## src/hdl/slinv_pkg.sv

```systemverilog
// ----------------------------------------------------------------------------
// slinv_pkg - shared types and constants of the slope limiter inverse
// Constants, the queue entry, arithmetic unit request/response and the
// state type of the back end sequencer.
// ----------------------------------------------------------------------------
package slinv_pkg;

    // default configuration
    localparam int DATA_WIDTH_DEF        = 32;
    localparam int RATIO_FRAC_BITS_DEF   = 28;
    localparam int BISECT_STEPS_DEF      = 32;
    localparam int MAX_ORDER_DEF         = 9;
    localparam int SEARCH_LIMIT_LOG2_DEF = 6;

    // internal fixed point words are 64 bits wide
    localparam logic [63:0] CAP63     = 64'h7FFF_FFFF_FFFF_FFFF;
    localparam logic [63:0] RATIO_CAP = 64'h3FFF_FFFF_FFFF_FFFF;

    // status codes
    localparam logic [2:0] ST_OK    = 3'd0;
    localparam logic [2:0] ST_SIGN  = 3'd1;
    localparam logic [2:0] ST_UNDER = 3'd2;
    localparam logic [2:0] ST_ONE   = 3'd3;
    localparam logic [2:0] ST_TWO   = 3'd4;
    localparam logic [2:0] ST_BELOW = 3'd5;

    // classified item between front and back end
    typedef struct packed {
        logic [63:0] dm;       // magnitude of difference
        logic [63:0] sm;       // magnitude of target slope
        logic [63:0] diff;     // raw difference bits, zero extended
        logic        dneg;
        logic        trivial;  // signs differ or an input is zero
        logic [3:0]  order;    // clamped limiter order
    } q_entry_t;

    // request to a multi-cycle arithmetic unit
    typedef struct packed {
        logic        start;
        logic [63:0] a;
        logic [63:0] b;
    } arith_req_t;

    // response from a multi-cycle arithmetic unit
    typedef struct packed {
        logic        done;
        logic [63:0] res;
    } arith_rsp_t;

    typedef enum logic [4:0] {
        S_IDLE,
        S_RATIO,
        S_ORD1,
        S_EXP,
        S_EXP_CHK,
        S_CROSS,
        S_CROSS_CHK,
        S_CROSS_END,
        S_BIS,
        S_BIS_CHK,
        S_FIN,
        S_FIN_W,
        S_EMIT,
        S_EV_START,
        S_EV_INV,
        S_EV_POW,
        S_EV_POW_W,
        S_EV_P,
        S_EV_T,
        S_EV_DEN,
        S_EV_DIV
    } back_state_t;

endpackage

```

## src/hdl/slinv_back.sv

```systemverilog
// ----------------------------------------------------------------------------
// slinv_back - search sequencer of the slope limiter inverse
// Takes classified items from the queue, forms the ratio, runs the
// closed form, the bound expansion, the crossing search and the
// bisection on the shared multiplier and divider, and holds the result.
// ----------------------------------------------------------------------------
module slinv_back
    import slinv_pkg::*;
#(
    parameter int DATA_WIDTH        = DATA_WIDTH_DEF,
    parameter int RATIO_FRAC_BITS   = RATIO_FRAC_BITS_DEF,
    parameter int BISECT_STEPS      = BISECT_STEPS_DEF,
    parameter int SEARCH_LIMIT_LOG2 = SEARCH_LIMIT_LOG2_DEF
)
(
    input  logic                  clk,
    input  logic                  rst_n,
    input  logic                  q_valid,
    input  q_entry_t              q_data,
    output logic                  q_pop,
    output arith_req_t            mul_req,
    input  arith_rsp_t            mul_rsp,
    output arith_req_t            div_req,
    input  arith_rsp_t            div_rsp,
    output logic                  out_valid,
    input  logic                  out_ready,
    output logic [DATA_WIDTH-1:0] out_value,
    output logic [2:0]            out_status
);

    localparam int          CW    = $clog2(BISECT_STEPS + 1);
    localparam logic [63:0] ONE   = 64'd1 << RATIO_FRAC_BITS;
    localparam logic [63:0] LIMIT = 64'd1 << (RATIO_FRAC_BITS + SEARCH_LIMIT_LOG2);
    localparam logic [63:0] SBIT  = 64'd1 << (DATA_WIDTH - 1);

    back_state_t   state_reg, state_next;
    back_state_t   ret_reg, ret_next;
    q_entry_t      item_reg, item_next;
    logic [63:0]   ratio_reg, ratio_next;
    logic [63:0]   l_reg, l_next;
    logic [63:0]   r_reg, r_next;
    logic [63:0]   m_reg, m_next;
    logic [63:0]   x_reg, x_next;
    logic [63:0]   evx_reg, evx_next;
    logic [63:0]   f_reg, f_next;
    logic [63:0]   pw_reg, pw_next;
    logic [63:0]   u_reg, u_next;
    logic [63:0]   p_reg, p_next;
    logic [63:0]   t_reg, t_next;
    logic          big_reg, big_next;
    logic [3:0]    k_reg, k_next;
    logic [CW-1:0] cnt_reg, cnt_next;
    logic [2:0]    st_reg, st_next;
    logic [63:0]   res_reg, res_next;
    logic          out_vld_reg, out_vld_next;
    logic [DATA_WIDTH-1:0] out_val_reg, out_val_next;
    logic [2:0]    out_st_reg, out_st_next;

    logic [63:0]   rcap, gap, mid, cpt, dbl, cap, mag;

    // shared helper values
    assign rcap = (div_rsp.res > RATIO_CAP) ? RATIO_CAP : div_rsp.res;
    assign gap  = (ratio_reg > (ONE << 1)) ? (ratio_reg - (ONE << 1))
                                           : ((ONE << 1) - ratio_reg);
    assign mid  = (l_reg + r_reg) >> 1;
    assign cpt  = (m_reg + ONE) >> 1;
    assign dbl  = (r_reg << 1);
    assign cap  = item_reg.dneg ? SBIT : (SBIT - 64'd1);
    assign mag  = (mul_rsp.res > cap) ? cap : mul_rsp.res;

    // sequencer next state and unit requests
    always_comb
    begin
        state_next   = state_reg;
        ret_next     = ret_reg;
        item_next    = item_reg;
        ratio_next   = ratio_reg;
        l_next       = l_reg;
        r_next       = r_reg;
        m_next       = m_reg;
        x_next       = x_reg;
        evx_next     = evx_reg;
        f_next       = f_reg;
        pw_next      = pw_reg;
        u_next       = u_reg;
        p_next       = p_reg;
        t_next       = t_reg;
        big_next     = big_reg;
        k_next       = k_reg;
        cnt_next     = cnt_reg;
        st_next      = st_reg;
        res_next     = res_reg;
        out_vld_next = out_vld_reg && !out_ready;
        out_val_next = out_val_reg;
        out_st_next  = out_st_reg;
        q_pop        = 1'b0;
        mul_req      = '{start: 1'b0, a: p_reg, b: p_reg};
        div_req      = '{start: 1'b0, a: item_reg.sm, b: item_reg.dm};
        case (state_reg)
            S_IDLE:
            begin
                if (q_valid)
                begin
                    q_pop     = 1'b1;
                    item_next = q_data;
                    if (q_data.trivial)
                    begin
                        res_next   = '0;
                        st_next    = ST_SIGN;
                        state_next = S_EMIT;
                    end
                    else
                    begin
                        div_req    = '{start: 1'b1, a: q_data.sm, b: q_data.dm};
                        state_next = S_RATIO;
                    end
                end
            end
            S_RATIO:
            begin
                if (div_rsp.done)
                begin
                    ratio_next = rcap;
                    st_next    = (rcap >= (ONE << 1)) ? ST_TWO : ST_OK;
                    cnt_next   = '0;
                    if (rcap == '0)
                    begin
                        res_next   = '0;
                        st_next    = ST_UNDER;
                        state_next = S_EMIT;
                    end
                    else if (rcap == ONE)
                    begin
                        res_next   = item_reg.diff;
                        st_next    = ST_ONE;
                        state_next = S_EMIT;
                    end
                    else if (item_reg.order == 4'd1)
                    begin
                        state_next = S_ORD1;
                    end
                    else if (item_reg.order == 4'd2)
                    begin
                        if (rcap < ONE)
                        begin
                            l_next     = '0;
                            r_next     = ONE;
                            state_next = S_BIS;
                        end
                        else
                        begin
                            l_next     = ONE;
                            r_next     = ONE << 2;
                            state_next = S_EXP;
                        end
                    end
                    else
                    begin
                        l_next     = ONE >> 2;
                        r_next     = ONE >> 1;
                        state_next = S_CROSS;
                    end
                end
            end
            // order one closed form, first cycle starts the divide unless the gap is zero
            S_ORD1:
            begin
                if (!big_reg)
                begin
                    if (gap == '0)
                    begin
                        x_next     = CAP63;
                        state_next = S_FIN;
                    end
                    else
                    begin
                        div_req  = '{start: 1'b1, a: ratio_reg, b: gap};
                        big_next = 1'b1;
                    end
                end
                else if (div_rsp.done)
                begin
                    big_next   = 1'b0;
                    x_next     = div_rsp.res;
                    state_next = S_FIN;
                end
            end
            // upper bound expansion for order two
            S_EXP:
            begin
                evx_next   = r_reg;
                ret_next   = S_EXP_CHK;
                state_next = S_EV_START;
            end
            S_EXP_CHK:
            begin
                if (f_reg < ratio_reg && r_reg < LIMIT)
                begin
                    r_next     = (dbl > LIMIT) ? LIMIT : dbl;
                    state_next = S_EXP;
                end
                else
                begin
                    if (f_reg == ratio_reg)
                        l_next = r_reg;
                    cnt_next   = '0;
                    state_next = S_BIS;
                end
            end
            // crossing point search
            S_CROSS:
            begin
                if (cnt_reg == CW'(BISECT_STEPS))
                begin
                    state_next = S_CROSS_END;
                end
                else
                begin
                    m_next     = mid;
                    evx_next   = mid;
                    ret_next   = S_CROSS_CHK;
                    state_next = S_EV_START;
                end
            end
            S_CROSS_CHK:
            begin
                if (f_reg == cpt)
                begin
                    state_next = S_CROSS_END;
                end
                else
                begin
                    if (f_reg < cpt)
                        l_next = m_reg;
                    else
                        r_next = m_reg;
                    cnt_next   = cnt_reg + 1'b1;
                    state_next = S_CROSS;
                end
            end
            S_CROSS_END:
            begin
                if (ratio_reg < f_reg)
                begin
                    st_next    = ST_BELOW;
                    l_next     = '0;
                    r_next     = m_reg;
                    cnt_next   = '0;
                    state_next = S_BIS;
                end
                else
                begin
                    x_next     = (ratio_reg << 1) - ONE;
                    state_next = S_FIN;
                end
            end
            // fixed length bisection toward the ratio
            S_BIS:
            begin
                if (cnt_reg == CW'(BISECT_STEPS))
                begin
                    x_next     = m_reg;
                    state_next = S_FIN;
                end
                else
                begin
                    m_next     = mid;
                    evx_next   = mid;
                    ret_next   = S_BIS_CHK;
                    state_next = S_EV_START;
                end
            end
            S_BIS_CHK:
            begin
                if (f_reg < ratio_reg)
                    l_next = m_reg;
                else
                    r_next = m_reg;
                cnt_next   = cnt_reg + 1'b1;
                state_next = S_BIS;
            end
            // scale back by the difference
            S_FIN:
            begin
                mul_req    = '{start: 1'b1, a: item_reg.dm, b: x_reg};
                state_next = S_FIN_W;
            end
            S_FIN_W:
            begin
                if (mul_rsp.done)
                begin
                    res_next   = item_reg.dneg ? (64'd0 - mag) : mag;
                    state_next = S_EMIT;
                end
            end
            S_EMIT:
            begin
                if (!out_vld_reg || out_ready)
                begin
                    out_vld_next = 1'b1;
                    out_val_next = res_reg[DATA_WIDTH-1:0];
                    out_st_next  = st_reg;
                    state_next   = S_IDLE;
                end
            end
            // limiter evaluation at evx
            S_EV_START:
            begin
                pw_next = ONE;
                if (evx_reg <= ONE)
                begin
                    big_next   = 1'b0;
                    k_next     = item_reg.order;
                    state_next = S_EV_POW;
                end
                else
                begin
                    big_next   = 1'b1;
                    div_req    = '{start: 1'b1, a: ONE, b: evx_reg};
                    state_next = S_EV_INV;
                end
            end
            S_EV_INV:
            begin
                if (div_rsp.done)
                begin
                    u_next     = div_rsp.res;
                    k_next     = item_reg.order - 4'd1;
                    state_next = S_EV_POW;
                end
            end
            S_EV_POW:
            begin
                if (k_reg == 4'd0)
                begin
                    if (big_reg)
                    begin
                        mul_req    = '{start: 1'b1, a: pw_reg, b: u_reg};
                        state_next = S_EV_P;
                    end
                    else
                    begin
                        p_next     = pw_reg;
                        mul_req    = '{start: 1'b1, a: pw_reg, b: pw_reg};
                        state_next = S_EV_T;
                    end
                end
                else
                begin
                    mul_req    = '{start: 1'b1, a: pw_reg, b: big_reg ? u_reg : evx_reg};
                    k_next     = k_reg - 4'd1;
                    state_next = S_EV_POW_W;
                end
            end
            S_EV_POW_W:
            begin
                if (mul_rsp.done)
                begin
                    pw_next    = mul_rsp.res;
                    state_next = S_EV_POW;
                end
            end
            S_EV_P:
            begin
                if (mul_rsp.done)
                begin
                    p_next     = mul_rsp.res;
                    mul_req    = '{start: 1'b1, a: mul_rsp.res, b: pw_reg};
                    state_next = S_EV_T;
                end
            end
            S_EV_T:
            begin
                if (mul_rsp.done)
                begin
                    t_next     = mul_rsp.res;
                    mul_req    = '{start: 1'b1, a: p_reg + ONE, b: p_reg + ONE};
                    state_next = S_EV_DEN;
                end
            end
            S_EV_DEN:
            begin
                if (mul_rsp.done)
                begin
                    div_req    = '{start: 1'b1,
                                   a: big_reg ? ((ONE + t_reg) << 1) : ((t_reg + evx_reg) << 1),
                                   b: mul_rsp.res};
                    state_next = S_EV_DIV;
                end
            end
            S_EV_DIV:
            begin
                if (div_rsp.done)
                begin
                    f_next     = div_rsp.res;
                    big_next   = 1'b0;
                    state_next = ret_reg;
                end
            end
            default:
            begin
                state_next = S_IDLE;
            end
        endcase
    end

    always_ff @(posedge clk or negedge rst_n)
    begin
        if (!rst_n)
        begin
            state_reg   <= S_IDLE;
            ret_reg     <= S_IDLE;
            big_reg     <= 1'b0;
            out_vld_reg <= 1'b0;
        end
        else
        begin
            state_reg   <= state_next;
            ret_reg     <= ret_next;
            big_reg     <= big_next;
            out_vld_reg <= out_vld_next;
        end
    end

    always_ff @(posedge clk)
    begin
        item_reg    <= item_next;
        ratio_reg   <= ratio_next;
        l_reg       <= l_next;
        r_reg       <= r_next;
        m_reg       <= m_next;
        x_reg       <= x_next;
        evx_reg     <= evx_next;
        f_reg       <= f_next;
        pw_reg      <= pw_next;
        u_reg       <= u_next;
        p_reg       <= p_next;
        t_reg       <= t_next;
        k_reg       <= k_next;
        cnt_reg     <= cnt_next;
        st_reg      <= st_next;
        res_reg     <= res_next;
        out_val_reg <= out_val_next;
        out_st_reg  <= out_st_next;
    end

    assign out_valid  = out_vld_reg;
    assign out_value  = out_val_reg;
    assign out_status = out_st_reg;

    // sign mismatch and underflow results are zero
    a_zero_res: assert property (@(posedge clk) disable iff (!rst_n)
        out_vld_reg && (out_st_reg == ST_SIGN || out_st_reg == ST_UNDER)
        |-> out_val_reg == '0)
        else $error("nonzero value with sign or underflow status");

    // status code stays within the defined set
    a_status: assert property (@(posedge clk) disable iff (!rst_n)
        out_vld_reg |-> out_st_reg <= ST_BELOW)
        else $error("undefined status code");

    // a new result only comes from the emit state
    a_emit: assert property (@(posedge clk) disable iff (!rst_n)
        $rose(out_vld_reg) |-> $past(state_reg == S_EMIT))
        else $error("result raised outside emit");

    // queue is only popped when the sequencer is free
    a_pop: assert property (@(posedge clk) disable iff (!rst_n)
        q_pop |=> state_reg == S_RATIO || state_reg == S_EMIT)
        else $error("pop without start of item");

endmodule

```

## config.mk

```make
export PLATFORM = sky130hd
export DESIGN_NAME = slinv_back
export DESIGN_NICKNAME = d
export VERILOG_FILES = /design/src/hdl/slinv_pkg.sv /design/src/hdl/slinv_back.sv
export SDC_FILE = /design/constraint.sdc
export NUM_CORES = 2
export LEC_CHECK = 0
export ABC_AREA = 1
export BUFFER_PORTS_ARGS = -buffer_cell sky130_fd_sc_hd__buf_2
export CAP_MARGIN = 20
export CORE_ASPECT_RATIO = 1.1
export CORE_MARGIN = 1
export CORE_UTILIZATION = 25
export CTS_CLUSTER_DIAMETER = 60
export CTS_CLUSTER_SIZE = 40
export DETAILED_ROUTE_END_ITERATION = 16
export HOLD_SLACK_MARGIN = 0.12
export PLACE_DENSITY = 0.43
export SETUP_SLACK_MARGIN = 0.5
export SLEW_MARGIN = 10
export SYNTH_ARGS = -nofsm -noshare
export SYNTH_HDL_FRONTEND = slang
export SYNTH_SLANG_ARGS = --single-unit
```

## constraint.sdc

```tcl
create_clock -name clk -period 21.4 [get_ports clk]
set_clock_uncertainty 0.2 [all_clocks]
set_input_delay 0 -clock clk [delete_from_list [all_inputs] [get_ports clk]]
set_output_delay 0 -clock clk [all_outputs]
set_load 0.01 [all_outputs]
```

==> flow_summary.ini <==
[logic_synthesis]
yosysTopAreaCell = edfxtp_1
synthTopCellsByArea = edfxtp_1 (42%), nand2_1 (13%), ha_1 (5.6%)
synthTopCellsByCount = nand2_1 (2,249), inv_1 (994), nor2_1 (990), edfxtp_1 (947), o21ai_0 (728)
yosys_warnings = 0
netlist_instances = 8768
netlist.area_leader.share_pct = 42.4
ys_async_sr_fraction_pct = 1.04
ys_seq_area_share_pct = 42.8
synth_edf_count = 947
synth-seq-cells = 957
synthDistinctLibCells = 64
synth_most_common_cell = nand2_1
synth_flop_cell = edfxtp_1
syn_area_um2 = 67000
syn_area_per_cell_um2 = 7.65

[worst_setup_path]
max_stage_delay_ps = 900
cpMostUsedCell = nand2_1
crit_buf_inv = 2
crit_slowest_cell = nand3_1
crit_chain = nor2_1, nand2_1, nor2_1, nand2_1, nor2_1, nand2_1, nand2_4, nand3_1, nand2_1, nor2_1, nand2_1, nor2_1, nand2_1, nor2_4, nand2_4, nand2_4, nand2_4, clkinv_1, nand2_1, nand4_1, buf_2
required_ps = 21200
criticalPathCategory = reg2out
cp_top_family = simple AND/OR/NAND/NOR gates
path_max_fanout = 54
startpoint = ratio_reg[41]$_DFFE_PP_
crit_path_start_kind = register
rr_startpoint = ratio_reg[41]$_DFFE_PP_
cp-end-kind = output pin
crit_arrival_ps = 8550

[layout]
fill_cells = 28746
stdcell_count = 13489
multi_input_area_um2 = 33400
syn_to_final_growth_pct = 25.9
largest_reg_flops = 165
drive_above_1_share_pct = 10.6
seq_area_um2 = 28700
fin_nets = 10481

[global_route]
grt_first_pass_wirelength_um = 547000
grt_use_total_pct = 28.9
globalRouteOverflowTotal = 0
antenna_found_initial = 76
grt_max_degree = 144
grt_pass1_vias = 67202

[timing]
maxSlewHeadroom_pct = 7.12
fin_crit_ps = 8750
grt_setup_unrepaired = no
setup_viol = 0
hold_viol = 0
finalCritPeriodShare_pct = 40.9
final_max_slew_viol_count = 0
timing.fmax_mhz = 114
fin_setup_tns_ps = 0
tightestPinTransition_ps = 1390

[floorplanning]
num_rows = 199
floorplan.initialDensity_pct = 25.1
dieArea_um2 = 270000
num_io_pins = 627
core-area_um2 = 267000
die_h_um = 545
die_x_um = 496

[routing]
first_iter_violations = 8758
detail-route-antenna-nets = 0
first_pass_iters = 6
wirelength_um = 406000
vias = 71941
post_drt_wl_per_cell_um = 30.1
drc_errors = 0
vias_per_cell = 5.33

[clocking]
htree_levels = 3
clkLatencyLatePin_ps = 820
clock_path_buffers = 3
path_clk_slew_ps = 70
cts_buffers = 114
cts.sinks = 957
cts_tree = done
root_buffer = clkbuf_16
cts_resized = 0

[status]
outcome = finished, final reports clean

[placement]
hpwlAfterDp_um = 307000
routabilityCongestion = 0.974
dp.cells = 12630
port_buffers = 594

[hold_path]
holdCritPathClass = in2reg
min_from = div_rsp[12]

[pwr]
finalPower_mw = 11.5
power_density_nw_per_um2 = 137
p_leak_nw = 34.5
max-vdd-ir-drop_mv = 0.107

[flow_run]
drv_cap = 0
## per-layer routing
| layer | vias to the layer above | routed length, µm | GRT usage, % |
|---|---|---|---|
| li1 | 32352 | - | - |
| met1 | 35205 | 177000 | 40.2 |
| met2 | 3778 | 172000 | 43.1 |
| met3 | 578 | 35000 | 5.19 |
| met4 | 28 | 21700 | 13.8 |
| met5 | - | 180 | 0 |
## placed cells by master, fill, tap and decap left out, drive strengths merged, types with 105 or more instances in the layout
master,count
a21oi,498
buf,695
clkbuf,121
dlygate4sd3,617
edfxtp,947
ha,300
inv,1049
nand2,2258
nand3,454
nand4,185
nor2,1000
nor3,105
o211ai,130
o21ai,745
## final cells by class
| class | count | share of cell area [%] |
|---|---|---|
| antenna | 25 | 0.0741 |
| clock buffer | 121 | 3.42 |
| multi-input combinational | 6448 | 39.5 |
| sequential | 957 | 34.0 |
| timing repair buffer | 1312 | 11.8 |
| inverter | 1014 | 4.53 |
| tap | 3517 | 5.21 |
| clock inverter | 95 | 1.41 |
## worst paths after layout
kind                                                 to  depth (start not counted)  slack (ps)
worst max-delay path                        div_req[16]                         21       12650
worst min-delay path                x_reg[12]$_DFFE_PP_                          4         180
worst max register to register      x_reg[63]$_DFFE_PP_                         22       13240
worst min register to register  out_value[22]$_DFFE_PP_                          0         220
max in group asynchronous           big_reg$_DFFE_PN0P_                          4       19840
min in group asynchronous           out_valid$_DFF_PN0_                          4         690
## cells by family (layout without fill, tap and decap cells)
family	after synthesis	in the layout	share of synthesized area (%)
adders and majority gates	302	302	5.66
DFF	957	957	42.8
AOI/OAI and AO/OA	1804	1804	15.6
xor gates and xnor gates	136	136	1.78
muxes	7	7	0.105
buffers and inverters	1365	2542	7.80
and+or+nand+nor	4196	4196	26.2
other	1	28	0.00559
## stage by stage
step	setup slack, ps	instance area, µm²	utilization (%)	hold slack [ps]
2_1_floorplan	10300	67000	-	-496
3_3_place_gp	13390	74100	27.7	-284
3_5_place_dp	13380	74100	27.8	-284
4_1_cts	12690	84300	31.6	126
5_1_grt	12540	84400	31.6	148
6_report	12650	84400	31.6	183
## worst register-to-register path, cell delays in order (launching register included)
cell       delay (ps)
edfxtp_1          620
nor2_1            310
nand2_1           140
nor2_1            540
nand2_1           100
nor2_1            200
nand2_1           630
nand2_4           840
inv_2             490
nand2_1           220
nand3_1            90
clkinv_1           90
nand2_1            50
nor2_1            210
nand2_1           190
nor2_4            360
nand2_4           280
nand2_4           400
inv_1              90
nand2_1           360
o2111ai_1         210
inv_2             340
buf_4             700
## timing repair
action,4_1_cts,5_1_grt
buffers inserted,0,0
setup endpoints to repair,0,0
hold buffers,617,0
endpoints found under the hold margin,925,0
## report_power, final
| part | switching (mW) | internal, mW | leakage (nW) |
|---|---|---|---|
| combinational | 4.20 | 1.58 | 23.7 |
| sequential | 0.655 | 2.90 | 8.79 |
| clock | 1.04 | 1.15 | 1.96 |
No activity file was read; power rests on OpenSTA's default activity.
